$ cat src/hdl/deqs_pkg.sv
// shared types and codes for the double-ended queue with search
`default_nettype none
package deqs_pkg;

   localparam int unsigned DATA_W        = 32;
   localparam int unsigned KIND_W        = 3;
   localparam int unsigned STATUS_W      = 3;
   localparam int unsigned DEFAULT_DEPTH = 16;

   // operation codes
   localparam logic [KIND_W-1:0] KIND_PUSH_FRONT = 3'd0;
   localparam logic [KIND_W-1:0] KIND_POP_FRONT  = 3'd1;
   localparam logic [KIND_W-1:0] KIND_PUSH_BACK  = 3'd2;
   localparam logic [KIND_W-1:0] KIND_POP_BACK   = 3'd3;
   localparam logic [KIND_W-1:0] KIND_SEARCH     = 3'd4;

   // result status codes
   localparam logic [STATUS_W-1:0] STATUS_OK        = 3'd0;
   localparam logic [STATUS_W-1:0] STATUS_EMPTY     = 3'd1;
   localparam logic [STATUS_W-1:0] STATUS_FULL      = 3'd2;
   localparam logic [STATUS_W-1:0] STATUS_FOUND     = 3'd3;
   localparam logic [STATUS_W-1:0] STATUS_NOT_FOUND = 3'd4;

   typedef struct packed {
      logic [KIND_W-1:0]        kind;
      logic signed [DATA_W-1:0] value;
   } req_type;

   typedef struct packed {
      logic [STATUS_W-1:0]      status;
      logic signed [DATA_W-1:0] popped_value;
   } rsp_type;

   typedef enum logic [1:0] {
      ST_IDLE,
      ST_POP,
      ST_SEARCH
   } state_type;

endpackage
`default_nettype wire

$ cat src/hdl/deqs_ram.sv
// generic single-write, single-read ram with registered read data
`default_nettype none
module deqs_ram #(
   parameter int unsigned WIDTH = 32,
   parameter int unsigned DEPTH = 16
) (
   input  wire logic                     clock,
   input  wire logic                     wr_en,
   input  wire logic [$clog2(DEPTH)-1:0] wr_addr,
   input  wire logic [WIDTH-1:0]         wr_data,
   input  wire logic                     rd_en,
   input  wire logic [$clog2(DEPTH)-1:0] rd_addr,
   output logic      [WIDTH-1:0]         rd_data
);

   logic [WIDTH-1:0] mem_ff [DEPTH];
   logic [WIDTH-1:0] rd_data_ff;

   always_ff @(posedge clock) begin
      if (wr_en) begin
         mem_ff[wr_addr] <= wr_data;
      end
      if (rd_en) begin
         rd_data_ff <= mem_ff[rd_addr];
      end
   end

   assign rd_data = rd_data_ff;

endmodule
`default_nettype wire

$ cat src/hdl/double_ended_queue_with_search_core.sv
// double-ended queue of signed words in a ring ram, with linear membership search
//
// usage: present an operation on req_data and raise start; it is taken at a
// clock edge where start is high and busy is low. each operation gives exactly
// one result on rsp_data, marked by rsp_valid for a single cycle; the receiver
// cannot stall and must take it in that cycle.
// operations: push front, pop front, push back, pop back, search. a push on a
// full queue returns full, a pop on an empty queue returns empty, and neither
// changes the contents. unused kind codes return ok and change nothing.
// result timing: pushes, refused pops and searches of an empty queue give their
// result in the cycle after the transfer; a pop first does one ram read.
// a search reads one entry per cycle from the ram read port and stops at the
// first match or after the last occupied entry. busy is high while a pop or
// search is in flight, so the next operation can be taken in the cycle its
// predecessor's result is shown. reset empties the queue at once (front index
// and count cleared); the ram contents are not cleared, since only occupied
// entries are ever read.
`default_nettype none
module double_ended_queue_with_search_core #(
   parameter int unsigned DEPTH = deqs_pkg::DEFAULT_DEPTH
) (
   input  wire logic             clock,
   input  wire logic             reset,
   input  wire logic             start,
   output logic                  busy,
   input  wire deqs_pkg::req_type req_data,
   output logic                  rsp_valid,
   output deqs_pkg::rsp_type     rsp_data
);
   import deqs_pkg::*;

   localparam int unsigned IDX_W = $clog2(DEPTH);
   localparam int unsigned OCC_W = $clog2(DEPTH + 1);
   localparam int unsigned SUM_W = IDX_W + 1;

   state_type          state_ff, state_in;
   logic [IDX_W-1:0]   front_ff, front_in;
   logic [OCC_W-1:0]   occ_ff, occ_in;
   logic [OCC_W-1:0]   count_ff, count_in;
   logic [DATA_W-1:0]  key_ff, key_in;
   logic               rsp_valid_ff, rsp_valid_in;
   rsp_type            rsp_ff, rsp_in;

   logic               accept;
   logic               is_pop;
   logic               is_search;
   logic               search_done;
   logic               wr_en;
   logic [IDX_W-1:0]   wr_addr;
   logic [DATA_W-1:0]  wr_data;
   logic               rd_en;
   logic [IDX_W-1:0]   rd_addr;
   logic [DATA_W-1:0]  rd_data;

   // position of the entry at a given offset from the front, wrapped once
   function automatic logic [IDX_W-1:0] ring_addr(input logic [IDX_W-1:0] base,
                                                  input logic [OCC_W-1:0] off);
      logic [SUM_W-1:0] sum;
      sum = SUM_W'(base) + SUM_W'(off);
      if (sum >= SUM_W'(DEPTH)) begin
         sum = sum - SUM_W'(DEPTH);
      end
      return sum[IDX_W-1:0];
   endfunction

   deqs_ram #(
      .WIDTH (DATA_W),
      .DEPTH (DEPTH)
   ) u_ram (
      .clock   (clock),
      .wr_en   (wr_en),
      .wr_addr (wr_addr),
      .wr_data (wr_data),
      .rd_en   (rd_en),
      .rd_addr (rd_addr),
      .rd_data (rd_data)
   );

   assign busy      = (state_ff != ST_IDLE);
   assign accept    = start && !busy;
   assign is_pop    = (req_data.kind == KIND_POP_FRONT) || (req_data.kind == KIND_POP_BACK);
   assign is_search = (req_data.kind == KIND_SEARCH);
   // rd_data holds the entry at offset count_ff - 1
   assign search_done = (rd_data == key_ff) || (count_ff == occ_ff);

   // next state
   always_comb begin
      state_in = state_ff;
      unique case (state_ff)
         ST_IDLE: begin
            if (accept && is_pop && (occ_ff != '0)) begin
               state_in = ST_POP;
            end else if (accept && is_search && (occ_ff != '0)) begin
               state_in = ST_SEARCH;
            end
         end
         ST_POP: begin
            state_in = ST_IDLE;
         end
         ST_SEARCH: begin
            if (search_done) begin
               state_in = ST_IDLE;
            end
         end
         default: begin
            state_in = ST_IDLE;
         end
      endcase
   end

   // datapath, ram control and result
   always_comb begin
      front_in     = front_ff;
      occ_in       = occ_ff;
      count_in     = count_ff;
      key_in       = key_ff;
      wr_en        = 1'b0;
      wr_addr      = front_ff;
      wr_data      = req_data.value;
      rd_en        = 1'b0;
      rd_addr      = front_ff;
      rsp_valid_in = 1'b0;
      rsp_in       = '{status: STATUS_OK, popped_value: '0};
      unique case (state_ff)
         ST_IDLE: begin
            if (accept) begin
               unique case (req_data.kind)
                  KIND_PUSH_FRONT, KIND_PUSH_BACK: begin
                     rsp_valid_in = 1'b1;
                     if (occ_ff == OCC_W'(DEPTH)) begin
                        rsp_in.status = STATUS_FULL;
                     end else if (req_data.kind == KIND_PUSH_FRONT) begin
                        front_in = (front_ff == '0) ? IDX_W'(DEPTH - 1)
                                                    : front_ff - IDX_W'(1);
                        wr_en    = 1'b1;
                        wr_addr  = front_in;
                        occ_in   = occ_ff + OCC_W'(1);
                     end else begin
                        wr_en   = 1'b1;
                        wr_addr = ring_addr(front_ff, occ_ff);
                        occ_in  = occ_ff + OCC_W'(1);
                     end
                  end
                  KIND_POP_FRONT, KIND_POP_BACK: begin
                     if (occ_ff == '0) begin
                        rsp_valid_in  = 1'b1;
                        rsp_in.status = STATUS_EMPTY;
                     end else if (req_data.kind == KIND_POP_FRONT) begin
                        rd_en    = 1'b1;
                        rd_addr  = front_ff;
                        front_in = ring_addr(front_ff, OCC_W'(1));
                        occ_in   = occ_ff - OCC_W'(1);
                     end else begin
                        rd_en   = 1'b1;
                        rd_addr = ring_addr(front_ff, occ_ff - OCC_W'(1));
                        occ_in  = occ_ff - OCC_W'(1);
                     end
                  end
                  KIND_SEARCH: begin
                     if (occ_ff == '0) begin
                        rsp_valid_in  = 1'b1;
                        rsp_in.status = STATUS_NOT_FOUND;
                     end else begin
                        rd_en    = 1'b1;
                        rd_addr  = front_ff;
                        count_in = OCC_W'(1);
                        key_in   = req_data.value;
                     end
                  end
                  default: begin
                     rsp_valid_in = 1'b1;
                  end
               endcase
            end
         end
         ST_POP: begin
            rsp_valid_in        = 1'b1;
            rsp_in.popped_value = rd_data;
         end
         ST_SEARCH: begin
            if (rd_data == key_ff) begin
               rsp_valid_in  = 1'b1;
               rsp_in.status = STATUS_FOUND;
            end else if (count_ff == occ_ff) begin
               rsp_valid_in  = 1'b1;
               rsp_in.status = STATUS_NOT_FOUND;
            end else begin
               rd_en    = 1'b1;
               rd_addr  = ring_addr(front_ff, count_ff);
               count_in = count_ff + OCC_W'(1);
            end
         end
         default: begin
         end
      endcase
   end

   always_ff @(posedge clock) begin
      if (reset) begin
         state_ff     <= ST_IDLE;
         front_ff     <= '0;
         occ_ff       <= '0;
         rsp_valid_ff <= 1'b0;
      end else begin
         state_ff     <= state_in;
         front_ff     <= front_in;
         occ_ff       <= occ_in;
         rsp_valid_ff <= rsp_valid_in;
      end
      count_ff <= count_in;
      key_ff   <= key_in;
      rsp_ff   <= rsp_in;
   end

   assign rsp_valid = rsp_valid_ff;
   assign rsp_data  = rsp_ff;

   a_occ_bound: assert property (@(posedge clock) disable iff (reset)
      occ_ff <= OCC_W'(DEPTH))
      else $error("occupancy above depth");

   a_pop_result: assert property (@(posedge clock) disable iff (reset)
      (state_ff == ST_POP) |=> (rsp_valid_ff && (rsp_ff.status == STATUS_OK)))
      else $error("pop read did not produce a result");

   a_search_count: assert property (@(posedge clock) disable iff (reset)
      (state_ff == ST_SEARCH) |-> ((count_ff <= occ_ff) && (count_ff != '0)))
      else $error("search offset out of range");

   a_no_result_while_waiting: assert property (@(posedge clock) disable iff (reset)
      (state_ff == ST_POP) |-> !rsp_valid_ff)
      else $error("result shown before pop data returned");

   a_zero_unless_pop: assert property (@(posedge clock) disable iff (reset)
      (rsp_valid_ff && (rsp_ff.status != STATUS_OK)) |-> (rsp_ff.popped_value == '0))
      else $error("popped value set on refused or search result");

endmodule
`default_nettype wire

$ cat config.mk
export PLATFORM = sky130hd
export DESIGN_NAME = double_ended_queue_with_search_core
export DESIGN_NICKNAME = d
export VERILOG_FILES = /design/src/hdl/deqs_pkg.sv /design/src/hdl/deqs_ram.sv /design/src/hdl/double_ended_queue_with_search_core.sv
export SDC_FILE = /design/constraint.sdc
export NUM_CORES = 1
export LEC_CHECK = 0
export BUFFER_PORTS_ARGS = -buffer_cell sky130_fd_sc_hd__buf_2
export CAP_MARGIN = 30
export CORE_AREA = 3 3 213 215
export DETAILED_ROUTE_END_ITERATION = 6
export DIE_AREA = 0 0 216 218
export PLACE_DENSITY = 0.79
export SYNTH_ARGS = -nofsm -noshare
export SYNTH_HDL_FRONTEND = slang
export SYNTH_SLANG_ARGS = --single-unit
export TNS_END_PERCENT = 1
$ cat constraint.sdc
create_clock -name clock -period 4.3 [get_ports clock]
set_clock_uncertainty 0.15 [all_clocks]
set_input_delay 0.86 -clock clock [delete_from_list [all_inputs] [get_ports clock]]
set_output_delay 0.86 -clock clock [all_outputs]
set_load 0.02 [all_outputs]
==> summary.md <==
| Metric | Value |
|---|---|
| Outcome | finished, final reports clean |
| Syn_nets | 1456 |
| Global-route wire length before repair | 85000 microns |
| Vias after detailed routing | 13500 |
| Sequential-to-total area share from yosys stat | 0.755 |
| Max-slew violation count | 0 |
| Final Setup Violations | 0 |
| Slew HR | 0.554 |
| Maximum capacitance violations | 0 |
| Drt pass-1 iters | 5 |
| Crit. End Element | flip-flop |
| Starting density of the core | 0.554 |
| IO Count | 75 |
| Dpl ws | 0.162 ns |
| IO Port Bufs | 74 |
| Layout Nets | 1593 |
| Core area | 0.0439 sq mm |
| Final period util | 0.980 |
| Final hold violations | 0 |
| Reg2reg start | u_ram.rd_data[17] |
| Iteration-0 DRC Markers | 1524 |
| Fill count | 2958 |
| Syn Std Cell Area | 0.0244 sq mm |
| Async SR Flop Fraction | 0 |
| Crit path launch type | flip-flop |
| Gate Count Post-Synth | 1400 |
| Final worst slack | 0.0864 ns |
| Pleak | 0.0109 uW |
| Fmax | 237 MHz |
| Worst Path Class, Setup | reg2reg |
| R2r endpoint | u_ram.rd_data[30] |
| Syn Area/Cell | 17.4 sq um |
| Number of synthesized flops with an enable pin | 581 |
| CTS Sinks | 628 |
| Hold WS | 0.350 ns |
| Residual DRC | 0 |
| Crit path capture | u_ram.rd_data[30] |
| Die Area | 0.0471 sq mm |
| Critical path arrival | 4.42 ns |
| Worst Reg-to-Reg Cells | 11 |
| Non-filler instance count after layout | 2179 |
| Vias in the first global route | 13600 |
| CTS tree | yes |
| Design area | 0.0281 sq mm |
| Wire length per cell | 26.4 microns |
| Synth Warn # | 0 |
| Die H | 218 microns |
| Post-DR vias/cell | 6.18 |
| DP HPWL | 33600 microns |
| Initial antenna violation count | 5 |
| RSZ-0062 raised after global routing | false |
| Clock Latency Late Sink | 0.62 ns |
| Worst path slowest cell | xnor2_1 |
| Setup tns final | 0 ns |
| H-tree Lvls | 2 |
| Share of cells above drive strength 1 | 0.174 |
| Largest net degree at the start of global routing | 35 |
| Synth cell types | 52 |
| Clock Path Buffers | 3 |
| Hold crit path type | reg2reg |
| Hold buffers post-CTS | 0 |
| Row count | 77 |
| Post-Place Cells | 2070 |
| VDD IR max | 0.321 mV |
| Cell Pwr Density | 456 mW/mm^2 |
| CP max stage delay | 0.55 ns |
| Critical Path Start | u_ram.rd_data[17] |
| Overall routing resource usage | 0.244 |
| Critical path peak fanout | 32 |
| Number of setup buffers added after CTS | 0 |
| Die X | 216 microns |
| Root Buffer | clkbuf_16 |
| Antenna-violating nets left | 0 |
| WP data required | 4.50 ns |
| Worst Tran Pin Value | 0.664 ns |
| Placed cell areas | 0.0262 sq mm |
| CTS Buf Count | 57 |
| Worst-path cell chain | xnor2_1, nand4_1, nor4_1, nand2_2, a31o_2, a31oi_4, buf_12, buf_12, mux2i_1, o22ai_1, or4_1 |
| Clock transition at the registers of the reported paths | 0.07 ns |
| Placer congestion estimate | 0.840 |
| Area Growth Syn to Fin | 15.4% |
| Synthesized flop and latch total | 628 |
| WL final | 57500 microns |
| Worst Hold Path Cells | 1 |
| Main synth FF type | edfxtp_1 |
| Crit-path most repeated cell | buf_12 |
| Final min period | 4.21 ns |
| GRT overflow | 0 |
| PostCTS Resize Cnt | 0 |
| R2R Setup Slk | 0.09 ns |
-- where the power goes --
group          switching (uW)  total [uW]  internal, uW
combinational             510         842           332
clock                    2190        5170          2980
sequential               40.1        6790          6750
-- worst min-delay path by stage --
| stage | start | end | slack [ns] |
|---|---|---|---|
| after floorplan | u_ram.rd_data[0] | rsp_data[0] | 0.32 |
| after global placement | u_ram.rd_data[16] | rsp_data[16] | 0.33 |
| after detailed placement | u_ram.rd_data[17] | rsp_data[17] | 0.34 |
| after CTS | u_ram.rd_data[16] | rsp_data[16] | 0.35 |
| after global routing | u_ram.rd_data[17] | rsp_data[17] | 0.36 |
| final | u_ram.rd_data[14] | rsp_data[14] | 0.35 |
-- final cells by class --
type | count | area, sq um | area share
Antenna cell | 2 | 5.00 | 0.000178
Timing Repair Buffer | 146 | 1260 | 0.0449
Inverter | 10 | 37.5 | 0.00134
Clock inverter | 35 | 410 | 0.0146
Clock buffer | 72 | 1510 | 0.0538
Sequential cell | 628 | 18400 | 0.654
Multi-Input combinational cell | 694 | 5750 | 0.205
Tap cell | 592 | 741 | 0.0264
-- per-stage QoR --
stage	utilization	power, uW
after floorplan	-	7420
after global placement	0.595	7730
after detailed placement	0.595	7750
after CTS	0.639	12900
after global routing	0.640	13100
final	0.640	12800
-- cell usage in the layout (no fill, tap or decap), drive strengths merged, types with 3 or more instances in the layout --
master,n
nor2b,7
fa,3
buf,146
mux2i,259
a21oi,11
nand2b,5
xnor2,48
xor2,10
nand2,18
clkinv,20
o22ai,131
dfxtp,47
bufinv,8
o21ai,8
a21o,3
nand4,11
and2,34
edfxtp,581
or4,32
nor2,42
clkinvlp,5
o31ai,3
nor3,7
inv,12
clkbuf,72
nand3,21
ha,15
-- flip-flops by register name, indices dropped and copies added, names as in the netlist --
signal         cells
count_ff           5
u_ram.mem_ff     512
front_ff           4
occ_ff             5
rsp_data          35
rsp_valid          1
u_ram.rd_data     32
state_ff           2
key_ff            32
-- cell families after synthesis --
logic type	Yosys count	synth area share
and+or+nand+nor	187	0.0454
muxes	259	0.106
xor gates and xnor gates	58	0.0209
AOI/OAI and AO/OA	172	0.0459
DFF	628	0.755
adders and majority gates	18	0.0102
buffers and inverters	78	0.0161
-- per-layer routing --
metal  up-vias  global-route usage  share of wire
met1      6755               0.324           0.38
met5         -                   0        0.00050
met3       152              0.0463          0.093
met4         4               0.101          0.037
met2       748               0.401           0.49
li1       5809                   -              -
-- synthesized netlist by cell type (2+ instances only) --
library cell,count,share of area
a22oi_1,2,0.00062
fa_1,3,0.0025
nor3_1,6,0.0012
xor2_1,10,0.0036
inv_1,10,0.0015
buf_6,3,0.0014
o31ai_1,3,0.00092
nor4_1,2,0.00051
nand2_1,18,0.0028
nand3_1,13,0.0027
nand3_2,7,0.0029
a211oi_1,2,0.00062
a22o_1,2,0.00072
xnor2_1,48,0.017
or2_2,2,0.00051
and2_1,34,0.0087
a21o_1,3,0.00092
nand4_1,11,0.0028
nor2_1,42,0.0065
edfxtp_1,581,0.72
nor2b_1,7,0.0018
or3_1,2,0.00051
o21ai_0,7,0.0014
ha_1,15,0.0077
buf_2,49,0.010
o22ai_1,131,0.034
clkbuf_1,10,0.0015
buf_4,4,0.0012
mux2i_1,259,0.11
or4_1,32,0.0099
nand2b_1,5,0.0013
a21oi_1,11,0.0023
dfxtp_1,47,0.039
-- critical path, delay by kind of cell, from the launching register on --
kind | cells | cell delay, ns
buf+inv | 2 | 0.55
flops | 1 | 0.40
compound gates | 3 | 0.66
mux | 1 | 0.25
xor+xnor | 1 | 0.55
simple gates | 4 | 1.34
(Power assumes the default switching activity.)
